### config.mk
export PLATFORM = sky130hd
export DESIGN_NAME = rvb_dist
export DESIGN_NICKNAME = d
export VERILOG_FILES = /design/src/rvb_pkg.sv /design/src/rvb_dist.sv
export SDC_FILE = /design/constraint.sdc
export NUM_CORES = 2
export LEC_CHECK = 0
export BUFFER_PORTS_ARGS = -buffer_cell sky130_fd_sc_hd__buf_2
export CAP_MARGIN = 5
export CORE_MARGIN = 2
export CORE_UTILIZATION = 55
export DETAILED_ROUTE_END_ITERATION = 7
export PLACE_DENSITY = 0.73
export SYNTH_ARGS = -nofsm -noshare
export SYNTH_HDL_FRONTEND = slang
export SYNTH_SLANG_ARGS = --single-unit
### constraint.sdc
create_clock -name clk -period 10.86 [get_ports clk]
set_clock_uncertainty 0.15 [all_clocks]
set_input_delay 0.543 -clock clk [delete_from_list [all_inputs] [get_ports clk]]
set_output_delay 0.543 -clock clk [all_outputs]
set_load 0.01 [all_outputs]
### src/rvb_pkg.sv
// Shared types and constants for the radial vignette brightening block.
// No dependencies; every other file of the block imports this package.
package rvb_pkg;

  // Default coordinate width of the datapath
  localparam int COORD_BITS_DEF = 12;

  // Fixed field and register widths
  localparam int FIELD_COORD_W = 12;
  localparam int CFG_INDEX_W   = 2;
  localparam int CFG_DATA_W    = 17;
  localparam int DIM_REG_W     = 13;
  localparam int FEATHER_W     = 17;
  localparam int ASPECT_W      = 17;
  localparam int DIVISOR_W     = 24;

  // Register reset values and Q1.16 one
  localparam logic [DIM_REG_W-1:0] RESET_WIDTH   = 13'd640;
  localparam logic [DIM_REG_W-1:0] RESET_HEIGHT  = 13'd480;
  localparam logic [FEATHER_W-1:0] RESET_FEATHER = 17'd32768;
  localparam logic [FEATHER_W-1:0] ONE_Q16       = 17'h10000;
  localparam logic [7:0]           PIX_MAX       = 8'd255;

  // Configuration register indexes
  typedef enum logic [CFG_INDEX_W-1:0] {
    CFG_IMAGE_WIDTH    = 2'd0,
    CFG_IMAGE_HEIGHT   = 2'd1,
    CFG_FEATHER_AMOUNT = 2'd2
  } cfg_reg_e;

  // Input word: pixel position and BGR channels
  typedef struct packed {
    logic [FIELD_COORD_W-1:0] pixel_column;
    logic [FIELD_COORD_W-1:0] pixel_row;
    logic [7:0]               in_blue;
    logic [7:0]               in_green;
    logic [7:0]               in_red;
  } in_word_t;

  // Output word: brightened BGR channels
  typedef struct packed {
    logic [7:0] out_blue;
    logic [7:0] out_green;
    logic [7:0] out_red;
  } out_word_t;

  // Channel values carried down the pipeline
  typedef struct packed {
    logic [7:0] blue;
    logic [7:0] green;
    logic [7:0] red;
  } rgb_t;

  // Status of the derived factors
  typedef struct packed {
    logic busy;      // factors being recomputed
    logic wide;      // width above height: scale the column offset
    logic zero_div;  // range divisor is zero: pass pixels unchanged
  } derive_flags_t;

endpackage

### src/rvb_dist.sv
// Four-stage squared-distance pipeline: offsets, aspect scaling, square, sum.
// Depends on rvb_pkg.
module rvb_dist #(
  parameter int COORD_BITS = rvb_pkg::COORD_BITS_DEF
) (
  input  logic                          clk,
  input  logic                          rst,
  input  logic                          in_take,
  input  rvb_pkg::in_word_t             in_word,
  input  logic [COORD_BITS-1:0]         cx,
  input  logic [COORD_BITS-1:0]         cy,
  input  logic [rvb_pkg::ASPECT_W-1:0]  aspect,
  input  rvb_pkg::derive_flags_t        flags,
  output logic                          up_ready,
  input  logic                          down_ready,
  output logic                          dist_valid,
  output logic [2*COORD_BITS+2:0]       dist_sq,
  output rvb_pkg::rgb_t                 dist_rgb
);
  import rvb_pkg::*;

  localparam int PW  = COORD_BITS + ASPECT_W;
  localparam int PPW = 2 * PW;
  localparam int SHW = PPW - 32;
  localparam int BBW = 2 * COORD_BITS;
  localparam int DW  = 2 * COORD_BITS + 3;

  logic [3:0]            v, ld;
  logic [COORD_BITS-1:0] x, y, ax, ay;
  logic [COORD_BITS-1:0] a1, b1;
  logic [PW-1:0]         p2;
  logic [BBW-1:0]        bb2, bb3;
  logic [PPW-1:0]        pp;
  logic [SHW-1:0]        sqh3;
  rgb_t                  rgb1, rgb2, rgb3;

  // Advance a stage when the next one is free or moving
  always_comb begin
    ld[3] = !v[3] || down_ready;
    for (int k = 2; k >= 0; k--) begin
      ld[k] = !v[k] || ld[k+1];
    end
  end

  // Offsets from the centre and the square of the scaled offset
  always_comb begin
    x  = COORD_BITS'(in_word.pixel_column);
    y  = COORD_BITS'(in_word.pixel_row);
    ax = (cx > x) ? (cx - x) : (x - cx);
    ay = (cy > y) ? (cy - y) : (y - cy);
    pp = PPW'(p2) * PPW'(p2);
  end

  // Valid bits
  always_ff @(posedge clk) begin
    if (rst) begin
      v <= '0;
    end else begin
      if (ld[0]) v[0] <= in_take;
      for (int k = 1; k < 4; k++) begin
        if (ld[k]) v[k] <= v[k-1];
      end
    end
  end

  // Payload stages
  always_ff @(posedge clk) begin
    if (ld[0]) begin
      a1   <= flags.wide ? ax : ay;
      b1   <= flags.wide ? ay : ax;
      rgb1 <= '{blue: in_word.in_blue, green: in_word.in_green, red: in_word.in_red};
    end
    if (ld[1]) begin
      p2   <= PW'(a1) * PW'(aspect);
      bb2  <= BBW'(b1) * BBW'(b1);
      rgb2 <= rgb1;
    end
    if (ld[2]) begin
      sqh3 <= pp[PPW-1:32];
      bb3  <= bb2;
      rgb3 <= rgb2;
    end
    if (ld[3]) begin
      dist_sq  <= DW'(sqh3) + DW'(bb3);
      dist_rgb <= rgb3;
    end
  end

  assign up_ready   = ld[0];
  assign dist_valid = v[3];

endmodule

======== Word-level counts from Yosys, hierarchy flattened ========
Index checks and enable logic that the tools add are counted.
storage, ports and cells
  register bits ........................... 254
  latch bits .............................. 0
  output and inout bits ................... 53
  bits in writable memories ............... 0
  ROM bits ................................ 0
  memories ................................ 0
operators by class
  magnitude comparators ................... 2
  shifts and indexed selects .............. 0
  add/sub/neg operators ................... 5
  div/mod/pow operators ................... 0
  reduce and logical (&&, ||, !) cells .... 8
  muxes and demuxes ....................... 4
  $mul .................................... 3
  equal/unequal tests ..................... 0
  bitwise logic cells ..................... 0
operators by type and width
  operator                      number
  multiplier 29 x 29 -> 58 bit  1
  2-to-1 mux 12 bit             4
  subtractor 12 bit             4
  multiplier 12 x 17 -> 29 bit  1
  adder 26 x 24 -> 27 bit       1
  > comparator 12 bit           2
  multiplier 12 x 12 -> 24 bit  1
  logical NOT 1 bit             4
  logical OR 1 bit              4

======== Logic depth before layout (Yosys ltp) ========
  depth in word-level cells ............... 5
  mapped depth ............................ 30
  mapped depth without buffers ............ 29

======== Least setup slack after synthesis ========
No wires, ideal clock.
  path type ............................... reg2reg
  from .................................... register p2[11]
  to ...................................... register sqh3[5] (data pin)
  stages on the path, launching flop included .. 30
  data arrival time ....................... 7.340 ns
  slack ................................... 3.112 ns
  data required time ...................... 10.452 ns
  path through ............................ edfxtp_1 -> clkbuf_1 -> clkbuf_1 -> nand2_1 -> inv_1 -> fa_1 -> fa_1 -> fa_1 -> inv_1 -> fa_1 -> inv_1 -> fa_1 -> inv_1 -> fa_1 -> inv_1 -> fa_1 -> inv_1 -> fa_1 -> inv_1 -> ha_1 -> and4_1 -> and3_1 -> and3b_1 -> nor3_1 -> o221ai_1 -> a221oi_1 -> o21ai_0 -> a21o_1 -> a21oi_1 -> xnor2_1
on the way
  longest elaborated chain between the ends .. 1
RTL lines
  element                       line            source
  start: declaration            rvb_dist.sv:31  logic [PW-1:0] p2;
  start signal: assignment      rvb_dist.sv:74  p2 <= PW'(a1) * PW'(aspect);
  multiplier 29 x 29 -> 58 bit  rvb_dist.sv:51  pp = PPW'(p2) * PPW'(p2);
  net pp[37]                    rvb_dist.sv:33  logic [PPW-1:0] pp;
  end signal: assignment        rvb_dist.sv:79  sqh3 <= pp[PPW-1:32];
  end: declaration              rvb_dist.sv:34  logic [SHW-1:0] sqh3;
The timed path passes the listed nets, and every way through them passes these cells.
A chain may end at the register's enable or synchronous reset.

======== Worst setup path after layout ========
  from .................................... register p2[13]
  to ...................................... register sqh3[20] (data pin)
Same word-level chain as after synthesis.

==> impl_metrics.py <==
metrics = {
    "global_routing": {
        "grtUsageTotal": 0.242,
        "grt_pass1_wl_mm": 159,
        "top_usage_layer": "met2",
        "grt_pass1_vias": 31600,
        "grt_start_max_net_pins": 74,
        "met2_usage": 0.412,
        "met3_usage": 0.0423,
        "gr-total-overflow": 0,
        "grtUsageMet1": 0.323,
        "antenna_found_initial": 3,
    },
    "worst_setup_path": {
        "cp.arrival_ns": 9.29,
        "crit_type": "reg -> reg",
        "cp.required_ns": 11.02,
        "crit_path_max_fanout": 18,
        "start_kind": "flop",
        "endpoint_kind": "flop",
    },
    "sta": {
        "fin_crit_ns": 9.13,
        "slew_headroom": 0.254,
        "worst_pin_slew_ns": 1.12,
        "setup_viol": 0,
        "fmax_mhz": 110,
        "rsz0062_at_grt": "no",
        "fin_crit_sh": 0.840,
        "drv_slew": 0,
        "hold_viol_final": 0,
        "finalSetupTns_ns": 0,
    },
    "synth": {
        "synthFlopType": "edfxtp_1",
        "syn-num-nets": 5819,
        "synth_edf_count": 248,
        "synth_most_common_cell": "inv_1",
        "postSynthAreaPerCell_um2": 10.1,
        "synth_cell_types": 80,
        "synth_area_leader_cell": "fa_1",
        "yosys-top-cells-count": "inv_1, fa_1, ha_1",
        "synth_area_leaders": "fa_1, edfxtp_1, ha_1",
        "syn_inst": 4389,
        "synth_area_um2": 44400,
        "synth-async-reset-ratio": 0,
        "ys_ff_latch": 252,
        "ys_seq_area_frac": 0.170,
        "ys_warn_count": 0,
        "synth_top_area_share": 0.397,
    },
    "routing": {
        "firstDrtPassIters": 6,
        "ant_nets": 0,
        "post_drt_via_cell_ratio": 5.25,
        "finalWirelength_mm": 95.0,
        "wl_per_cell_um": 17.0,
        "via_count": 29300,
        "route.detailed.drc": 0,
        "first_iter_violations": 1764,
    },
    "worst_hold_path": {
        "hp-class": "in -> reg",
    },
    "clocking": {
        "numCtsBuffers": 29,
        "cts-root-buf": "clkbuf_16",
        "cts_max_level": 1,
        "cts_tree": "built",
        "clock_path_buffers": 3,
        "post_cts.repair.setup_buffers": 0,
        "cts.sinks": 252,
        "cts_resized": 0,
        "clk_latency_ns": 0.57,
        "clkTransAtPathRegs_ns": 0.06,
    },
    "floorplan": {
        "start_util": 0.554,
        "fp.dieW_um": 288,
        "rows": 104,
        "core_area_um2": 80200,
        "die_area_um2": 83000,
        "die_height_um": 288,
        "io-pin-count": 149,
    },
    "layout": {
        "syn_to_final_growth_pct": 6.65,
        "fin_nets": 5921,
        "diodes": 0,
        "design_area_um2": 47300,
        "drive_gt1_frac": 0.0594,
    },
    "placement": {
        "place_area_um2": 46200,
        "routabilityCongestion": 0.939,
        "dp_hpwl_mm": 78.5,
        "port_buffers": 146,
    },
    "flow_run": {
        "maxCapViolCount": 0,
    },
    "outcome": {
        "status": "completed",
    },
}
==> layout by cell type, fill, tap and decap left out, drive strengths merged, types with 7 or more instances in the layout <==
cell type       n
nand3          18
a211oi         13
and2          274
and3           16
mux2i          27
nor2b          33
a31o           11
a21oi         119
buf           181
clkinv         16
o21a           23
nand2         448
o211ai          7
o21ai          63
o21bai         16
nand2b         12
clkbuf         34
nor2          104
edfxtp        248
xnor2          87
mux2            7
dlygate4sd3    25
nand4          12
a21o           53
ha            453
xor2           48
inv          1157
and4            7
or2             7
a31oi          12
fa            881
nor3           23
a21boi          9
==> worst max-delay path: stages (launching register included) <==
cell and delay, ns:
edfxtp_1 0.95, inv_1 0.48, nor2_1 0.30, inv_1 0.09, fa_1 0.48, fa_1 0.56
inv_1 0.06, fa_1 0.50, fa_1 0.58, fa_1 0.44, fa_1 0.51, fa_1 0.43
fa_1 0.47, ha_1 0.36, and4_1 0.21, and3_1 0.21, nand4_1 0.12, a311oi_1 0.24
o21ai_0 0.34, a21boi_1 0.55, a31o_2 0.33, nand2_1 0.10, a311oi_1 0.28, xor2_1 0.11
==> registers in the layout, summed over array words and instances (netlist names) <==
name      flops
rgb3         24
rgb1         24
bb3          23
a1           12
sqh3         26
p2           29
b1           12
v             4
rgb2         24
dist_sq      27
bb2          23
dist_rgb     24
==> through the flow <==
step	std cells	hold slack (ns)	worst slack, ns	utilization
6_report	5573	0.0266	1.73	0.591
4_1_cts	5573	0.000903	1.82	0.591
3_5_place_dp	5495	0.255	1.84	0.577
2_1_floorplan	4389	0.250	3.11	-
5_1_grt	5573	0.0235	1.22	0.591
3_3_place_gp	5495	0.250	1.87	0.577
==> layer usage <==
metal / vias to the layer above / share of wire
li1: 13500 / -
met5: - / 0.00036
met1: 14800 / 0.42
met3: 178 / 0.067
met4: 6 / 0.028
met2: 791 / 0.49
==> cell families after synthesis <==
family | synth area share
multiplexers | 0.00795
buffers and inverters | 0.109
AO/OA/AOI/OAI | 0.0554
XOR/XNOR | 0.0266
AND/OR/NAND/NOR | 0.106
flip-flops | 0.170
adder cells (fa/ha/maj) | 0.525
==> cell type report <==
type	instances	area (µm²)
Fill cell	6749	32800
Multi-Input combinational cell	2846	32000
Sequential cell	252	7530
Inverter	1156	4340
Tap cell	1060	1330
Timing Repair Buffer	206	1240
Clock buffer	34	744
Clock inverter	19	139
==> worst paths after layout <==
| kind | start | endpoint | slack, ns | cells after the start |
|---|---|---|---|---|
| worst max-delay path | p2[13] | sqh3[20] | 1.73 | 23 |
| worst min-delay path | rst | v[0] | 0.03 | 2 |
| worst max register to register | p2[13] | sqh3[20] | 1.73 | 23 |
| worst min register to register | rgb3[7] | dist_rgb[7] | 0.26 | 0 |
==> timing repair <==
action / 4_1_cts / 5_1_grt
setup endpoints to repair: 0 / 0
hold buffers: 25 / 0
hold endpoints to repair: 25 / 0
Power is left out: the tool's default activity adds up to more than one toggle a clock period on the data nets, which glitch-free logic cannot reach.
