--- config.mk ---
export PLATFORM = sky130hd
export DESIGN_NAME = rvb_cfg
export DESIGN_NICKNAME = d
export VERILOG_FILES = /design/src/rvb_pkg.sv /design/src/rvb_cfg.sv
export SDC_FILE = /design/constraint.sdc
export NUM_CORES = 2
export LEC_CHECK = 0
export ABC_AREA = 1
export BUFFER_PORTS_ARGS = -buffer_cell sky130_fd_sc_hd__buf_2
export CORE_AREA = 2 2 292 294
export DETAILED_ROUTE_END_ITERATION = 8
export DIE_AREA = 0 0 294 296
export PLACE_DENSITY = 0.6
export SLEW_MARGIN = 20
export SYNTH_ARGS = -nofsm -noshare
export SYNTH_HDL_FRONTEND = slang
export SYNTH_SLANG_ARGS = --single-unit
--- constraint.sdc ---
create_clock -name clk -period 17.1 [get_ports clk]
set_clock_uncertainty 0.15 [all_clocks]
set_input_delay 0.855 -clock clk [delete_from_list [all_inputs] [get_ports clk]]
set_output_delay 0.855 -clock clk [all_outputs]
set_load 0.05 [all_outputs]
--- src/rvb_pkg.sv ---
// Shared types and constants for the radial vignette brightening block.
// No dependencies; every other file of the block imports this package.
package rvb_pkg;

  // Default coordinate width of the datapath
  localparam int COORD_BITS_DEF = 12;

  // Fixed field and register widths
  localparam int FIELD_COORD_W = 12;
  localparam int CFG_INDEX_W   = 2;
  localparam int CFG_DATA_W    = 17;
  localparam int DIM_REG_W     = 13;
  localparam int FEATHER_W     = 17;
  localparam int ASPECT_W      = 17;
  localparam int DIVISOR_W     = 24;

  // Register reset values and Q1.16 one
  localparam logic [DIM_REG_W-1:0] RESET_WIDTH   = 13'd640;
  localparam logic [DIM_REG_W-1:0] RESET_HEIGHT  = 13'd480;
  localparam logic [FEATHER_W-1:0] RESET_FEATHER = 17'd32768;
  localparam logic [FEATHER_W-1:0] ONE_Q16       = 17'h10000;
  localparam logic [7:0]           PIX_MAX       = 8'd255;

  // Configuration register indexes
  typedef enum logic [CFG_INDEX_W-1:0] {
    CFG_IMAGE_WIDTH    = 2'd0,
    CFG_IMAGE_HEIGHT   = 2'd1,
    CFG_FEATHER_AMOUNT = 2'd2
  } cfg_reg_e;

  // Input word: pixel position and BGR channels
  typedef struct packed {
    logic [FIELD_COORD_W-1:0] pixel_column;
    logic [FIELD_COORD_W-1:0] pixel_row;
    logic [7:0]               in_blue;
    logic [7:0]               in_green;
    logic [7:0]               in_red;
  } in_word_t;

  // Output word: brightened BGR channels
  typedef struct packed {
    logic [7:0] out_blue;
    logic [7:0] out_green;
    logic [7:0] out_red;
  } out_word_t;

  // Channel values carried down the pipeline
  typedef struct packed {
    logic [7:0] blue;
    logic [7:0] green;
    logic [7:0] red;
  } rgb_t;

  // Status of the derived factors
  typedef struct packed {
    logic busy;      // factors being recomputed
    logic wide;      // width above height: scale the column offset
    logic zero_div;  // range divisor is zero: pass pixels unchanged
  } derive_flags_t;

endpackage

--- src/rvb_cfg.sv ---
// Configuration registers and the sequencer that derives the centre, aspect
// scale and range divisor from them. Depends on rvb_pkg.
module rvb_cfg #(
  parameter int COORD_BITS = rvb_pkg::COORD_BITS_DEF
) (
  input  logic                                 clk,
  input  logic                                 rst,
  input  logic                                 cfg_valid,
  output logic                                 cfg_ready,
  input  logic [rvb_pkg::CFG_INDEX_W-1:0]      cfg_index,
  input  logic [rvb_pkg::CFG_DATA_W-1:0]       cfg_data,
  output logic [COORD_BITS-1:0]                cx,
  output logic [COORD_BITS-1:0]                cy,
  output logic [rvb_pkg::ASPECT_W-1:0]         aspect,
  output logic [rvb_pkg::DIVISOR_W-1:0]        divisor,
  output rvb_pkg::derive_flags_t               flags
);
  import rvb_pkg::*;

  localparam int DIMW  = COORD_BITS + 1;
  localparam int EXTW  = (DIMW > DIM_REG_W) ? DIMW : DIM_REG_W;
  localparam int NUMW  = DIMW + 16;
  localparam int SQW   = 2 * COORD_BITS;
  localparam int MAXW  = SQW + 1;
  localparam int PRODW = MAXW + FEATHER_W;
  localparam logic [EXTW-1:0] LIM = EXTW'(1) << COORD_BITS;

  typedef enum logic [6:0] {
    S_IDLE = 7'b0000001,
    S_LOAD = 7'b0000010,
    S_SQ   = 7'b0000100,
    S_SUM  = 7'b0001000,
    S_MUL  = 7'b0010000,
    S_DIFF = 7'b0100000,
    S_DIV  = 7'b1000000
  } derive_state_t;

  derive_state_t          state;
  logic [DIM_REG_W-1:0]   image_width;
  logic [DIM_REG_W-1:0]   image_height;
  logic [FEATHER_W-1:0]   feather_amount;

  logic [DIMW-1:0]        w_dim, h_dim;
  logic [FEATHER_W-1:0]   f_sat;
  logic                   wr_hit;

  logic                   wide;
  logic                   zero_div;
  logic [FEATHER_W-1:0]   keep_frac;
  logic [SQW-1:0]         cxx, cyy;
  logic [MAXW-1:0]        maxv;
  logic [PRODW-1:0]       prod;
  logic [MAXW-1:0]        diff_next;
  logic [NUMW-1:0]        rem, dsh;
  logic [ASPECT_W-1:0]    quo;
  logic [4:0]             cnt;
  logic                   ge;

  // Clamp a frame size to 1 .. 2^COORD_BITS
  function automatic logic [DIMW-1:0] clamp_dim(input logic [DIM_REG_W-1:0] v);
    logic [EXTW-1:0] e;
    logic [DIMW-1:0] r;
    e = EXTW'(v);
    if (e == '0) begin
      r = DIMW'(1);
    end else if (e > LIM) begin
      r = DIMW'(LIM);
    end else begin
      r = DIMW'(e);
    end
    return r;
  endfunction

  // Clamp the inputs of the derivation
  always_comb begin
    w_dim = clamp_dim(image_width);
    h_dim = clamp_dim(image_height);
    f_sat = (feather_amount > ONE_Q16) ? ONE_Q16 : feather_amount;
  end

  // Decode a write to a known register
  always_comb begin
    unique case (cfg_index)
      CFG_IMAGE_WIDTH, CFG_IMAGE_HEIGHT, CFG_FEATHER_AMOUNT: wr_hit = cfg_valid;
      default: wr_hit = 1'b0;
    endcase
  end

  // One restoring step of the aspect division and the range difference
  always_comb begin
    ge = (rem >= dsh);
    diff_next = maxv - MAXW'(prod >> 16);
  end

  // Hold the registers and run the derivation sequence
  always_ff @(posedge clk) begin
    if (rst) begin
      image_width    <= RESET_WIDTH;
      image_height   <= RESET_HEIGHT;
      feather_amount <= RESET_FEATHER;
      state          <= S_LOAD;
    end else if (wr_hit) begin
      unique case (cfg_index)
        CFG_IMAGE_WIDTH:  image_width    <= cfg_data[DIM_REG_W-1:0];
        CFG_IMAGE_HEIGHT: image_height   <= cfg_data[DIM_REG_W-1:0];
        default:          feather_amount <= cfg_data[FEATHER_W-1:0];
      endcase
      state <= S_LOAD;
    end else begin
      unique case (state)
        S_IDLE: state <= S_IDLE;
        S_LOAD: state <= S_SQ;
        S_SQ:   state <= S_SUM;
        S_SUM:  state <= S_MUL;
        S_MUL:  state <= S_DIFF;
        S_DIFF: state <= S_DIV;
        S_DIV:  state <= (cnt == '0) ? S_IDLE : S_DIV;
        default: state <= S_IDLE;
      endcase
    end
  end

  // Derived factor datapath
  always_ff @(posedge clk) begin
    unique case (state)
      S_LOAD: begin
        cx        <= w_dim[DIMW-1:1];
        cy        <= h_dim[DIMW-1:1];
        wide      <= (w_dim > h_dim);
        keep_frac <= ONE_Q16 - f_sat;
        rem       <= NUMW'((w_dim > h_dim) ? h_dim : w_dim) << 16;
        dsh       <= NUMW'((w_dim > h_dim) ? w_dim : h_dim) << 16;
        quo       <= '0;
        cnt       <= 5'd16;
      end
      S_SQ: begin
        cxx <= SQW'(cx) * SQW'(cx);
        cyy <= SQW'(cy) * SQW'(cy);
      end
      S_SUM: begin
        maxv <= MAXW'(cxx) + MAXW'(cyy);
      end
      S_MUL: begin
        prod <= PRODW'(maxv) * PRODW'(keep_frac);
      end
      S_DIFF: begin
        divisor  <= DIVISOR_W'(diff_next);
        zero_div <= (DIVISOR_W'(diff_next) == '0);
      end
      S_DIV: begin
        rem <= ge ? (rem - dsh) : rem;
        dsh <= dsh >> 1;
        quo <= {quo[ASPECT_W-2:0], ge};
        cnt <= cnt - 5'd1;
        if (cnt == '0) begin
          aspect <= {quo[ASPECT_W-2:0], ge};
        end
      end
      default: begin
      end
    endcase
  end

  assign cfg_ready      = 1'b1;
  assign flags.busy     = (state != S_IDLE);
  assign flags.wide     = wide;
  assign flags.zero_div = zero_div;

endmodule

# Word-level counts from Yosys, hierarchy flattened
# Cells that the tools add are included.
[totals]
register_bits = 326
input_bits = 22
out_inout_bits = 69
[op_classes]
n_addsub = 5
multipliers = 3
order_cmp = 5
eq_ne = 10
n_mux = 15
bitwise = 1
n_reduce_logical = 14
[op_table]
columns = ["operator", "count"]
rows = [
  ["$pmux W29 S2", 2],
  ["$mux W13", 6],
  ["$mul A12 B12 Y24", 2],
  ["$pmux W7 S6", 1],
  ["$mul A25 B17 Y40", 1],
  ["$pmux W16 S2", 1],
  ["$ge A29 B29 Y1", 1],
  ["$mux W29", 1],
  ["$sub A29 B29 Y29", 1],
  ["$gt A13 B13 Y1 const B", 2],
  ["$logic_not A13 Y1", 2],
  ["$add A24 B24 Y25", 1],
  ["$logic_not A24 Y1", 1],
  ["$sub A24 B24 Y24", 1],
  ["$gt A17 B17 Y1 const B", 1],
  ["$mux W17", 1],
  ["$sub A17 B17 Y17 const A", 1],
  ["$gt A13 B13 Y1", 1],
  ["$pmux W5 S2", 1],
  ["$reduce_and A2 Y1", 5],
  ["$eq A7 B2 Y1 const B", 1],
  ["$eq A7 B3 Y1 const B", 1],
  ["$eq A7 B4 Y1 const B", 1],
  ["$eq A7 B5 Y1 const B", 1],
  ["other kinds (15)", 16],
]

# Longest topological paths before layout
[depth]
word_depth = 6
depth_mapped = 27
mapped_depth_nobuf = 25

# Worst setup path after synthesis
# Ideal clock, no wire load.
[synth_path]
path_type = "register to register"
from = "register state[5]"
to = "register cnt[0] (enable)"
setup_time_ps = 404
t_arrival_ps = 6178
required_ps = 16546
slack_ps = 10367
path_stages_with_launch = 6
path_buffers = 0
period_less_slack_ps = 6733
path_cell_list = "dfxtp_1 > nor3_1 > inv_1 > nor4_1 > nor2_1 > inv_1"
[synth_via]
elab_chain_len = 2
elab_cells_between_ends = 3
cone_classes = "eq/ne (2); reduce/logical (1)"
[synth_rtl]
columns = ["element", "line", "source"]
rows = [
  ["start: declaration", "rvb_cfg.sv:38", "derive_state_t state;"],
  ["start signal: assignment", "rvb_cfg.sv:117", "S_DIV: state <= (cnt == '0) ? S_IDLE : S_DIV;"],
  ["$eq A7 B7 Y1 / $eq A7 B2 Y1 (equally long branches)", "rvb_cfg.sv:125", "unique case (state)"],
  ["$reduce_bool A2 Y1 (no source line) *", "-", ""],
  ["end signal: assignment", "rvb_cfg.sv:154", "cnt <= cnt - 5'd1;"],
  ["end: declaration", "rvb_cfg.sv:56", "logic [4:0] cnt;"],
]
# Every way passes the cells marked *; elsewhere a longest branch is shown, timed or not.
# A chain may end at the register's enable or synchronous reset.

# Final worst setup path
[layout_path]
from = "register keep_frac[5]"
to = "register prod[27], data pin"
[layout_via]
elab_chain_len = 1
[layout_rtl]
columns = ["element", "line", "source"]
rows = [
  ["start: declaration", "rvb_cfg.sv:49", "logic [FEATHER_W-1:0] keep_frac;"],
  ["start signal: assignment", "rvb_cfg.sv:130", "keep_frac <= ONE_Q16 - f_sat;"],
  ["$mul A25 B17 Y40", "rvb_cfg.sv:144", "prod <= PRODW'(maxv) * PRODW'(keep_frac);"],
  ["end signal: assignment", "rvb_cfg.sv:144", ""],
  ["end: declaration", "rvb_cfg.sv:52", "logic [PRODW-1:0] prod;"],
]
# No other way between the ends.

==> metrics <==
share of final-layout standard cells stronger than drive strength 1 under 10%; Residual DRC 0; yosys warns 0; slowest cell on the critical path sky130_fd_sc_hd__edfxtp_1; summed instance area of the synthesized netlist 0.0375 sq mm; Crit path arrival time ~6.8 ns; via count of the first global-routing pass ~30k; portion of the clock cycle consumed by the worst path in the final layout 38.7%; max-slew violation count 0; number of setup violations in the final report 0; mux share of post-synthesis cell area 0%; pin count of the biggest net entering global routing 71; distinct cell type count after synthesis 56; global-route wire length before repair about 150 mm; worst endpoint required time 17.25 ns; most frequent standard cell in the layout excluding fill and tap cells sky130_fd_sc_hd__inv_1; first-pass iteration count of the detailed router 6; effective utilization at floorplan 44.5%; Post-layout nets 5,382; Crit Path Class reg -> reg; Routability Congestion roughly 0.93; register bit count reported by yosys about 310; CTS tree built; CP bufs+invs 5; status finished, final reports clean; transition at the pin with the smallest max-transition slack about 1.1 ns; routed length per placed instance 16.7 um; starting DRC count in detailed routing 2,101; count of buffers inserted at the top-level ports 89; maximum level of the CTS H-tree 2; largest family of logic cells by synthesized area adder cells; Top delay family on crit path adder cells; overall overflow remaining after global route 0; wire length after detailed routing 94.9 mm; adder and majority gate portion of the synthesized area 36.9%; # clock sinks 308; xor/xnor share of the synthesized area around 2.8%; Critical Path Fanout Max 25; number of cells produced by synthesis approximately 4.6k; clock input transition at the sequential cells of the worst setup and hold paths 0.06 ns; number of violations of the max-capacitance limit 0; series of cell instances along the critical path nand2_1, fa_1, inv_1, fa_1, inv_1, fa_1, inv_1, fa_1, fa_1, inv_1, fa_1, inv_1, ha_1, nand2_1, nor2_1, nand2_1, o21ai_0, a21oi_1, xnor2_1; global-route total usage across every layer 22.3%; hold_sp quo[15]; insertion delay of the later-clocked pin in the worst-skew pair ~0.57 ns; I/O pin cnt 91; cell repeated most along the worst path sky130_fd_sc_hd__fa_1; number of placement rows 107; startpoint of the lowest-slack register-to-register path keep_frac[5]; Clock Root Buffer sky130_fd_sc_hd__clkbuf_16; hold buffer count at CTS 0; Area growth, synth to finish 7.15%; die height 296 um; area enclosed by the die boundary ~0.087 sq mm; aggregate negative setup slack 0 ns; number of buffers on the longest clock path 3; core area 0.0842 sq mm; Max stage delay on crit path ~1.1 ns; initial antenna violation count 2; shortest period the worst path allows 6.61 ns; part of the Yosys area used for sequential elements 23.3%; Rel. slew slack 23.7%; kind of end point of the critical path flop; count of buffers added by post-CTS timing repair for setup 0; setup repair after global routing missed its margin false; number of buffers added by the clock tree synthesis step 37; ratio of routed vias to standard cells 5.06; overall via count from detail_route 28.7k; die span in x between 200 and 300 um; min-delay worst type reg -> reg; FMAX 0.151 GHz; simple-gate area share of the yosys netlist 15.7%; Synth Area in Compound Gates 7.80%; CP startpoint keep_frac[5]; nature of the critical path startpoint flop; commonest cells after routing, fill and taps aside 1,165 x sky130_fd_sc_hd__inv_1, 991 x sky130_fd_sc_hd__nand2_1, 499 x sky130_fd_sc_hd__fa_1; antenna fix cells 0; synthesized area per cell around 8.2 sq um; FILL cells 8,300; detailed placer's ending HPWL 74.3 mm; CTS resizes 0; number of failing hold endpoints at the final stage 0; antenna violation net count after detailed routing 0; number of nets produced by synthesis 5,381
## state kept, by name (all words and copies together) (netlist names), 5 cells and up
signal,cells
cnt,5
cx,12
divisor,24
rem,29
image_width,13
maxv,25
prod,24
feather_amount,17
cxx,23
aspect,17
quo,16
cyy,23
image_height,13
state,7
cy,12
dsh,29
keep_frac,17
## routing by layer
layer	GRT usage, %	wire length [um]
met5	0	13
met2	38.1	45600
met1	30.0	41300
met3	2.38	5130
met4	6.47	2840
## worst paths after layout
check / slack, ns / cells past startpoint / to
min reg2reg: 0.27 / 0 / aspect[16]
min: 0.27 / 0 / aspect[16]
max reg2reg: 10.49 / 19 / prod[27]
max: 10.49 / 19 / prod[27]
## per-stage QoR
| step | hold WS, ns | area, sq um | instances | utilization (%) | worst slack (ns) |
|---|---|---|---|---|---|
| after floorplan | 0.250 | 37500 | 4554 | - | 10.37 |
| after global placement | 0.255 | 38800 | 5599 | 46.1 | 10.44 |
| after detailed placement | 0.261 | 38800 | 5599 | 46.1 | 10.49 |
| after CTS | 0.275 | 40000 | 5666 | 47.5 | 10.45 |
| after global routing | 0.276 | 40200 | 5673 | 47.7 | 10.13 |
| final | 0.273 | 40200 | 5673 | 47.7 | 10.49 |
## synthesized netlist by cell type (all sizes together)
| cell | number | area, sq um |
|---|---|---|
| xnor2 | 43 | 377 |
| inv | 1175 | 4410 |
| o22ai | 1 | 6.26 |
| edfxtp | 258 | 7750 |
| nor4 | 15 | 100 |
| nor4b | 1 | 8.76 |
| a21o | 19 | 143 |
| a31oi | 14 | 87.6 |
| o221ai | 1 | 8.76 |
| nand4 | 40 | 250 |
| o21a | 11 | 82.6 |
| clkinv | 1 | 3.75 |
| o41ai | 3 | 26.3 |
| conb | 1 | 3.75 |
| xor2 | 75 | 657 |
| nand3 | 91 | 475 |
| nand3b | 10 | 75.1 |
| a21boi | 9 | 67.6 |
| o2bb2ai | 1 | 8.76 |
| nor3 | 24 | 135 |
| nand2 | 999 | 3760 |
| or2 | 4 | 25.0 |
| o211ai | 11 | 82.6 |
| a221oi | 3 | 26.3 |
| o21bai | 9 | 71.3 |
| o31a | 1 | 8.76 |
| nor2 | 277 | 1050 |
| o31ai | 6 | 50.1 |
| o2111ai | 2 | 17.5 |
| dfxtp | 50 | 1000 |
| fa | 499 | 9990 |
| a21oi | 240 | 1220 |
| clkbuf | 143 | 537 |
| o211a | 1 | 10.0 |
| a211oi | 3 | 22.5 |
| o21ai | 191 | 982 |
| buf | 15 | 114 |
| a22oi | 1 | 7.51 |
| ha | 306 | 3830 |
## final cells by class
class | instances | area, sq um | share of cell area [%]
clock inverters | 19 | 194 | 0.483
flip-flops and latches | 308 | 8750 | 21.8
multi-input cells | 2912 | 23700 | 59.0
repair buffers | 120 | 743 | 1.85
clock buffers | 48 | 997 | 2.48
inverters | 1176 | 4420 | 11.0
well taps | 1090 | 1360 | 3.40
## logic make-up after synthesis
| family | count (synthesis) |
|---|---|
| AO/OA/AOI/OAI | 527 |
| AND/OR/NAND/NOR | 1461 |
| other | 1 |
| flip-flops | 308 |
| buffers and inverters | 1334 |
| adder cells (fa/ha/maj) | 805 |
| XOR/XNOR | 118 |
Power is left out: the tool's default activity adds up to more than one toggle a clock period on the data nets, which glitch-free logic cannot reach.
