===== src/rvb_pkg.sv =====
// Shared types and constants for the radial vignette brightening block.
// No dependencies; every other file of the block imports this package.
package rvb_pkg;

  // Default coordinate width of the datapath
  localparam int COORD_BITS_DEF = 12;

  // Fixed field and register widths
  localparam int FIELD_COORD_W = 12;
  localparam int CFG_INDEX_W   = 2;
  localparam int CFG_DATA_W    = 17;
  localparam int DIM_REG_W     = 13;
  localparam int FEATHER_W     = 17;
  localparam int ASPECT_W      = 17;
  localparam int DIVISOR_W     = 24;

  // Register reset values and Q1.16 one
  localparam logic [DIM_REG_W-1:0] RESET_WIDTH   = 13'd640;
  localparam logic [DIM_REG_W-1:0] RESET_HEIGHT  = 13'd480;
  localparam logic [FEATHER_W-1:0] RESET_FEATHER = 17'd32768;
  localparam logic [FEATHER_W-1:0] ONE_Q16       = 17'h10000;
  localparam logic [7:0]           PIX_MAX       = 8'd255;

  // Configuration register indexes
  typedef enum logic [CFG_INDEX_W-1:0] {
    CFG_IMAGE_WIDTH    = 2'd0,
    CFG_IMAGE_HEIGHT   = 2'd1,
    CFG_FEATHER_AMOUNT = 2'd2
  } cfg_reg_e;

  // Input word: pixel position and BGR channels
  typedef struct packed {
    logic [FIELD_COORD_W-1:0] pixel_column;
    logic [FIELD_COORD_W-1:0] pixel_row;
    logic [7:0]               in_blue;
    logic [7:0]               in_green;
    logic [7:0]               in_red;
  } in_word_t;

  // Output word: brightened BGR channels
  typedef struct packed {
    logic [7:0] out_blue;
    logic [7:0] out_green;
    logic [7:0] out_red;
  } out_word_t;

  // Channel values carried down the pipeline
  typedef struct packed {
    logic [7:0] blue;
    logic [7:0] green;
    logic [7:0] red;
  } rgb_t;

  // Status of the derived factors
  typedef struct packed {
    logic busy;      // factors being recomputed
    logic wide;      // width above height: scale the column offset
    logic zero_div;  // range divisor is zero: pass pixels unchanged
  } derive_flags_t;

endpackage


===== src/rvb_quot.sv =====
// Brightening pipeline: d*255, saturation test, eight restoring quotient
// steps against the range divisor, then the saturating channel add. Uses rvb_pkg.
module rvb_quot #(
  parameter int COORD_BITS = rvb_pkg::COORD_BITS_DEF
) (
  input  logic                           clk,
  input  logic                           rst,
  input  logic                           dist_valid,
  input  logic [2*COORD_BITS+2:0]        dist_sq,
  input  rvb_pkg::rgb_t                  dist_rgb,
  input  logic [rvb_pkg::DIVISOR_W-1:0]  divisor,
  input  rvb_pkg::derive_flags_t         flags,
  output logic                           up_ready,
  output logic                           out_valid,
  input  logic                           out_stall,
  output rvb_pkg::out_word_t             out_word
);
  import rvb_pkg::*;

  localparam int DW   = 2 * COORD_BITS + 3;
  localparam int NW   = DW + 8;
  localparam int CMPW = (NW > 32) ? NW : 32;
  localparam int NS   = 11;
  localparam int LAST = NS - 1;

  logic [NS-1:0]  v, ld;
  logic [NW-1:0]  n0;
  rgb_t           rgb_s [0:LAST-1];
  logic           sat_s [1:LAST-1];
  logic [31:0]    rem_s [1:LAST-1];
  logic [7:0]     q_s   [1:LAST-1];
  logic [31:0]    dsh   [2:LAST-1];
  logic           ge    [2:LAST-1];

  // Saturating add of the brightening to one channel
  function automatic logic [7:0] brighten(input logic [7:0] c, input logic [7:0] q,
                                          input logic sat);
    logic [8:0] s;
    s = {1'b0, c} + {1'b0, q};
    return (sat || s[8]) ? PIX_MAX : s[7:0];
  endfunction

  // Advance a stage when the next one is free or moving
  always_comb begin
    ld[LAST] = !v[LAST] || !out_stall;
    for (int k = LAST - 1; k >= 0; k--) begin
      ld[k] = !v[k] || ld[k+1];
    end
  end

  // Trial subtrahends, one quotient bit per stage, most significant first
  always_comb begin
    for (int k = 2; k < LAST; k++) begin
      dsh[k] = 32'(divisor) << (LAST - 1 - k);
      ge[k]  = (rem_s[k-1] >= dsh[k]);
    end
  end

  // Valid bits
  always_ff @(posedge clk) begin
    if (rst) begin
      v <= '0;
    end else begin
      if (ld[0]) v[0] <= dist_valid;
      for (int k = 1; k < NS; k++) begin
        if (ld[k]) v[k] <= v[k-1];
      end
    end
  end

  // Payload stages
  always_ff @(posedge clk) begin
    if (ld[0]) begin
      n0       <= (NW'(dist_sq) << 8) - NW'(dist_sq);
      rgb_s[0] <= dist_rgb;
    end
    // a quotient of 256 or more saturates every channel
    if (ld[1]) begin
      sat_s[1] <= (CMPW'(n0) >= (CMPW'(divisor) << 8));
      rem_s[1] <= 32'(n0);
      q_s[1]   <= '0;
      rgb_s[1] <= rgb_s[0];
    end
    for (int k = 2; k < LAST; k++) begin
      if (ld[k]) begin
        rem_s[k] <= ge[k] ? (rem_s[k-1] - dsh[k]) : rem_s[k-1];
        q_s[k]   <= {q_s[k-1][6:0], ge[k]};
        sat_s[k] <= sat_s[k-1];
        rgb_s[k] <= rgb_s[k-1];
      end
    end
    // zero divisor passes the pixel unchanged
    if (ld[LAST]) begin
      if (flags.zero_div) begin
        out_word.out_blue  <= rgb_s[LAST-1].blue;
        out_word.out_green <= rgb_s[LAST-1].green;
        out_word.out_red   <= rgb_s[LAST-1].red;
      end else begin
        out_word.out_blue  <= brighten(rgb_s[LAST-1].blue,  q_s[LAST-1], sat_s[LAST-1]);
        out_word.out_green <= brighten(rgb_s[LAST-1].green, q_s[LAST-1], sat_s[LAST-1]);
        out_word.out_red   <= brighten(rgb_s[LAST-1].red,   q_s[LAST-1], sat_s[LAST-1]);
      end
    end
  end

  assign up_ready  = ld[0];
  assign out_valid = v[LAST];

endmodule


===== config.mk =====
export PLATFORM = sky130hd
export DESIGN_NAME = rvb_quot
export DESIGN_NICKNAME = d
export VERILOG_FILES = /design/src/rvb_pkg.sv /design/src/rvb_quot.sv
export SDC_FILE = /design/constraint.sdc
export NUM_CORES = 1
export LEC_CHECK = 0
export ABC_AREA = 1
export BUFFER_PORTS_ARGS = -buffer_cell sky130_fd_sc_hd__buf_2
export CAP_MARGIN = 30
export CORE_MARGIN = 2
export CORE_UTILIZATION = 45
export CTS_CLUSTER_DIAMETER = 100
export DETAILED_ROUTE_END_ITERATION = 6
export GPL_TIMING_DRIVEN = 0
export SETUP_SLACK_MARGIN = 0.15
export SYNTH_ARGS = -nofsm -noshare
export SYNTH_HDL_FRONTEND = slang
export SYNTH_SLANG_ARGS = --single-unit
export TNS_END_PERCENT = 20

===== constraint.sdc =====
create_clock -name clk -period 11.3 [get_ports clk]
set_clock_uncertainty 0.1 [all_clocks]
set_input_delay 2.26 -clock clk [delete_from_list [all_inputs] [get_ports clk]]
set_output_delay 2.26 -clock clk [all_outputs]
set_load 0.02 [all_outputs]

; ---- After elaboration in Yosys (flattened, before gate mapping)
; Memories as Yosys holds them, arrays and structs flattened.
; Cells that the tools add are included.
[word_totals]
in_bits = 82
wordCells = 98
mem_bits_rw = 609
output_inout_bits = 26
register_bits = 70
n_memories = 4
[op_classes]
n_reduce_logical = 26
muxes = 32
magnitude_cmp = 9
addsub = 12
[mem_list]
columns = name, words, width, rd, rd_ports_with_merged_regs, write_ports, line
row1 = rem_s, 9, 32, 8, 0, 9, rvb_quot.sv:30  ; logic [31:0] rem_s [1:LAST-1];
row2 = rgb_s, 10, 24, 10, 0, 10, rvb_quot.sv:28  ; rgb_t rgb_s [0:LAST-1];
row3 = q_s, 9, 8, 9, 0, 9, rvb_quot.sv:31  ; logic [7:0] q_s [1:LAST-1];
row4 = sat_s, 9, 1, 9, 0, 9, rvb_quot.sv:29  ; logic sat_s [1:LAST-1];
[ops]
columns = op, count
row1 = 32-bit two-way mux, 8
row2 = 35-bit by 32-bit greater-or-equal comparator with 1-bit output, 1
row3 = 35-bit by 27-bit subtractor with 35-bit output, 1
row4 = 32-bit by 24-bit greater-or-equal comparator with 1-bit output, 1
row5 = 32-bit by 25-bit greater-or-equal comparator with 1-bit output, 1
row6 = 32-bit by 26-bit greater-or-equal comparator with 1-bit output, 1
row7 = 32-bit by 27-bit greater-or-equal comparator with 1-bit output, 1
row8 = 32-bit by 28-bit greater-or-equal comparator with 1-bit output, 1
row9 = 32-bit by 29-bit greater-or-equal comparator with 1-bit output, 1
row10 = 32-bit by 30-bit greater-or-equal comparator with 1-bit output, 1
row11 = 32-bit by 31-bit greater-or-equal comparator with 1-bit output, 1
row12 = 32-bit by 24-bit subtractor with 32-bit output, 1
row13 = 32-bit by 25-bit subtractor with 32-bit output, 1
row14 = 32-bit by 26-bit subtractor with 32-bit output, 1
row15 = 32-bit by 27-bit subtractor with 32-bit output, 1
row16 = 32-bit by 28-bit subtractor with 32-bit output, 1
row17 = 32-bit by 29-bit subtractor with 32-bit output, 1
row18 = 32-bit by 30-bit subtractor with 32-bit output, 1
row19 = 32-bit by 31-bit subtractor with 32-bit output, 1
row20 = 8-bit by 8-bit adder with 9-bit output, 3
row21 = 24-bit two-way mux, 1
row22 = 8-bit two-way mux, 3
row23 = 1-bit two-way mux, 20
row24 = 1-bit logical OR, 14
row25 = 1-bit zero test, 12

; ---- Depth between registers and ports, before layout
[logic_depth]
depth_word = 14
depth_mapped = 16
depth_no_buf = 15

; ---- Least setup slack after synthesis
; No wires, ideal clock.
[synth_timing]
kind = input -> output
start = input out_stall
end = output up_ready
t_required_ns = 8.940
arrival_ns = 9.359
path_slack_ns = -0.419
cell_stages = 5
path_buffers = 0
cell_sequence = nand4_1 > nor2_2 > nand4_1 > nor2_2 > nand4_1
[synth_via]
elab_chain_len = 12
[synth_rtl]
columns = element, line
row1 = "start, declared", rvb_quot.sv:15  ; input logic out_stall,
row2 = 1-bit zero test, rvb_quot.sv:45  ; ld[LAST] = !v[LAST] || !out_stall;
row3 = 1-bit logical OR, rvb_quot.sv:45
row4 = 1-bit logical OR (6 in a row), rvb_quot.sv:47  ; ld[k] = !v[k] || ld[k+1];
row5 = net ld[4], rvb_quot.sv:26  ; logic [NS-1:0] v, ld;
row6 = 1-bit logical OR (4 in a row), rvb_quot.sv:47
row7 = "end, declared", rvb_quot.sv:13  ; output logic up_ready,
; The timed path passes the listed nets, and every way through them passes these cells.

; ---- Worst setup path in the final report
[layout_timing]
start = input out_stall
end = output up_ready
[layout_via]
elab_chain_len = 12
[layout_rtl]
columns = element, line
row1 = 1-bit zero test, rvb_quot.sv:45
row2 = 1-bit logical OR, rvb_quot.sv:45
row3 = 1-bit logical OR (2 in a row), rvb_quot.sv:47
row4 = net ld[8], rvb_quot.sv:26
row5 = 1-bit logical OR (4 in a row), rvb_quot.sv:47
row6 = net ld[4], rvb_quot.sv:26
row7 = 1-bit logical OR (4 in a row), rvb_quot.sv:47
; The timed path passes the listed nets, and every way through them passes these cells.

==> run_results.csv <==
group,metric,value,unit
run_status,status,"finished clean",
cts,cts-root-buf,"clkbuf_16",
floorplanning,die_w,299,um
setup_path,cp_cell_sequence,"buf_2 -> nand4_1 -> buf_16 -> nor2_2 -> nand4_1 -> buf_8 -> nor2_2 -> nand4_1 -> buf_8 -> buf_8 -> buf_8 -> buf_2",
power_and_ir_drop,pwr-share-clk,22.2,%
setup_path,r2r_slack,6.94,ns
route,first_pass_iters,5,
place,io_buffers,105,
route,postRouteAntennaNets,0,
synthesis,synth_seq_area_share,46.4,%
cts,h-tree-depth,3,
place,dpl_cell_area,0.0419,mm^2
synthesis,synth_warnings,0,
setup_path,worst-path-stages,12,
setup_path,crit_start,"out_stall",
setup_path,cp_top_family,"simple AND/OR/NAND/NOR gates",
setup_path,cpMostUsedCell,"buf_8",
setup_path,r2r_start,"v[10]",
setup_path,rr_endpoint,"n0[12]",
cts,post_cts_buffers,0,
route,drc,0,
sta,period_share,73.8,%
sta,fmax,120,MHz
sta,period_needed,8.34,ns
grt,gr-usage-all-layers,24.6,%
setup_path,start_kind,"primary input",
grt,grt_max_degree,64,
synthesis,synth_cell_types,43,
floorplanning,io_pins,108,
power_and_ir_drop,p_int,6360,uW
setup_path,slowest_stage,"nand4_1",
cells_and_area,area_growth,13.0,%
sta,hold_viol,0,
sta,tns,0,ns
grt,grt_overflow,0,
setup_path,worstPathRequired,8.94,ns
cts,cts_hold_buf,0,
floorplanning,die_h,299,um
floorplanning,fp.dieArea,0.0897,mm^2
power_and_ir_drop,finalPower,10900,uW
grt,met2_usage,39.7,%
cells_and_area,fillCellCount,8260,
synthesis,netlist_instances,4942,
cts,numClockSinks,611,
grt,grtUsageMet3,3.02,%
synthesis,syn_nets,5294,
setup_path,path_buf_inv,7,
power_and_ir_drop,p_seq_share,33.1,%
grt,antenna_found_initial,0,
grt,grt_pass1_wl,169,mm
route,wire_per_inst,17.3,um
grt,grt_pass1_vias,29742,
setup_path,endpoint,"up_ready",
setup_path,path_class,"primary input to primary output",
cts,cts_buffer_depth,3,
cts,cts_tree,"done",
sta,maxSlewViolCount,0,
sta,worst_hold_slack,0.312,ns
route,vias,31901,
power_and_ir_drop,power.switching,4520,uW
sta,setup_viol,0,
job,drv_cap,0,
route,routed_wl,110,mm
sta,slew_headroom,36.8,%
sta,max_slew.worst_pin.slew,0.947,ns
cts,cts-resized-gates,0,
hold_path,hp-class,"flip-flop to flip-flop",
cts,cts_made_buffers,70,
synthesis,synth_area,0.0393,mm^2
floorplanning,placeableCoreArea,0.0866,mm^2
sta,rsz0062_at_grt,"false",
cts,clk_pin_slew_worst_paths,0.06,ns
setup_path,end_kind,"primary output",
cts,clk_latency,0.64,ns
setup_path,critical_path.max_fanout,16,
grt,top_usage_layer,"met2",
cells_and_area,nets,5499,
power_and_ir_drop,peakVddDrop,0.118,mV
power_and_ir_drop,powerDensity,245,mW/mm^2
grt,globalRouteMet1Util,34.5,%
setup_path,r2r_cells,11,
place,globalplace.congestion,0.939,
setup_path,max_stage_delay,0.71,ns
place,place_hpwl,87.3,mm
setup_path,arrival,5.98,ns
floorplanning,rows,108,
power_and_ir_drop,combPwrFrac,44.8,%
floorplanning,initial_core_util,45.3,%
route,drt-initial-drc-count,2437,
synthesis,syn_avg_cell_area,7.95,um^2
cells_and_area,design_area,0.0444,mm^2
cells_and_area,layout-drive-gt1-share,6.75,%
power_and_ir_drop,swShare,41.5,%
synthesis,synth_seq_cells,611,
power_and_ir_drop,power_leakage,0.0221,uW
route,vias_per_cell,5.02,
placed cells by master, fill, tap and decap left out, types with 17 or more instances in the layout:
master	n
nand3_1	296
clkbuf_16	70
xnor2_1	19
nand4_1	67
and2_1	18
buf_6	19
inv_1	820
o21ai_0	48
clkbuf_1	17
nand2_1	1914
edfxtp_1	600
a21oi_1	184
o21bai_1	19
buf_2	114
nor3_1	44
ha_1	260
nand3b_1	34
xor2_1	113
nor2_1	325
logic make-up after synthesis:
kind of cell	after synthesis	synth area share, %
buffers and inverters	877	8.82
DFF	611	46.4
xor gates and xnor gates	132	2.94
and+or+nand+nor	2765	29.0
AOI/OAI and AO/OA	287	4.04
adders and majority gates	270	8.79
cell usage after synthesis:
cell	count	area, um^2
nor3_2	2	20.0
nor4_1	8	50.1
nand2_2	16	100
nand2_4	5	56.3
nand3b_1	34	255
o211ai_1	2	15.0
nor3b_1	3	22.5
inv_1	822	3090
nand2_1	1916	7190
a31oi_1	13	81.3
clkinv_1	4	15.0
buf_2	9	45.0
nor2_2	10	62.6
edfxtp_1	600	18000
clkbuf_1	5	18.8
o21a_1	4	30.0
nand4_1	67	419
dfxtp_1	11	220
fa_1	10	200
xnor2_1	19	166
or2_2	7	43.8
and3_1	4	25.0
nor3_1	44	220
nor2_1	325	1220
a21oi_2	6	52.6
nand3_1	299	1500
nor3_4	2	32.5
o21ai_1	3	15.0
o21bai_1	19	143
and2_1	18	113
a21oi_1	184	921
o21ai_2	1	8.76
nand3_2	3	30.0
o2111ai_1	1	8.76
buf_4	5	37.5
inv_2	13	48.8
a21oi_4	3	48.8
nor2_4	2	22.5
buf_6	19	214
o21ai_0	48	240
xor2_1	113	990
a21o_1	3	22.5
ha_1	260	3250
sequential cells by signal (all words and copies together), names as in the netlist:
register and flops:
v 11, rem_s 256, n0 35, out_word 24, q_s 36, sat_s 9
rgb_s 240
power groups by stage:
stage / logic, uW / clock network (uW) / registers (uW)
2_1_floorplan: 3620 / 0 / 3450
3_3_place_gp: 4760 / 0 / 3640
3_5_place_dp: 4800 / 0 / 3650
4_1_cts: 4830 / 2470 / 3600
5_1_grt: 5570 / 2560 / 3640
6_report: 4870 / 2410 / 3600
worst register-to-register path, stage by stage (launching register included):
cell	delay [ns]
dfxtp_1	0.39
nand4_1	0.72
buf_16	0.45
nor2_2	0.35
nand4_1	0.42
buf_8	0.30
nor2_2	0.31
nand4_1	0.30
buf_8	0.25
buf_8	0.17
buf_8	0.18
buf_8	0.17
final cells by class:
cell class              instances  area [um^2]  share of cell area, %
flip-flops and latches        611        18200                   41.1
multi-input cells            3454        17600                   39.7
inverters                     839         3150                   7.10
clock buffers                  84         1820                   4.11
well taps                    1155         1450                   3.26
repair buffers                133         1110                   2.50
clock inverters                44          683                   1.54
plain buffers                  38          315                  0.710
diodes                          2         5.00                 0.0113
layer usage:
metal,up-vias,share of wire (%)
met2,804,45
li1,16295,-
met5,-,0
met3,168,5.3
met1,14634,46
met4,0,3.1
through the flow:
stage	util [%]	instances	setup slack, ns
5_1_grt	51.2	6358	2.68
3_3_place_gp	47.6	6202	-5.26
6_report	51.3	6360	2.96
2_1_floorplan	-	4942	-0.343
4_1_cts	51.2	6357	2.85
3_5_place_dp	48.3	6229	2.87
how the worst min path moves through the flow:
| stage | depth (start not counted) | start | slack [ns] | end |
|---|---|---|---|---|
| 2_1_floorplan | 0 | q_s[0][16] | 0.30 | q_s[0][25] |
| 6_report | 0 | rgb_s[1][2] | 0.31 | rgb_s[2][2] |
| 3_5_place_dp | 0 | q_s[0][41] | 0.30 | q_s[0][50] |
| 5_1_grt | 0 | rgb_s[6][4] | 0.31 | rgb_s[7][4] |
| 3_3_place_gp | 0 | rgb_s[0][14] | 0.30 | rgb_s[1][14] |
| 4_1_cts | 0 | q_s[0][40] | 0.31 | q_s[0][49] |
Power figures use the tool's default switching activity.
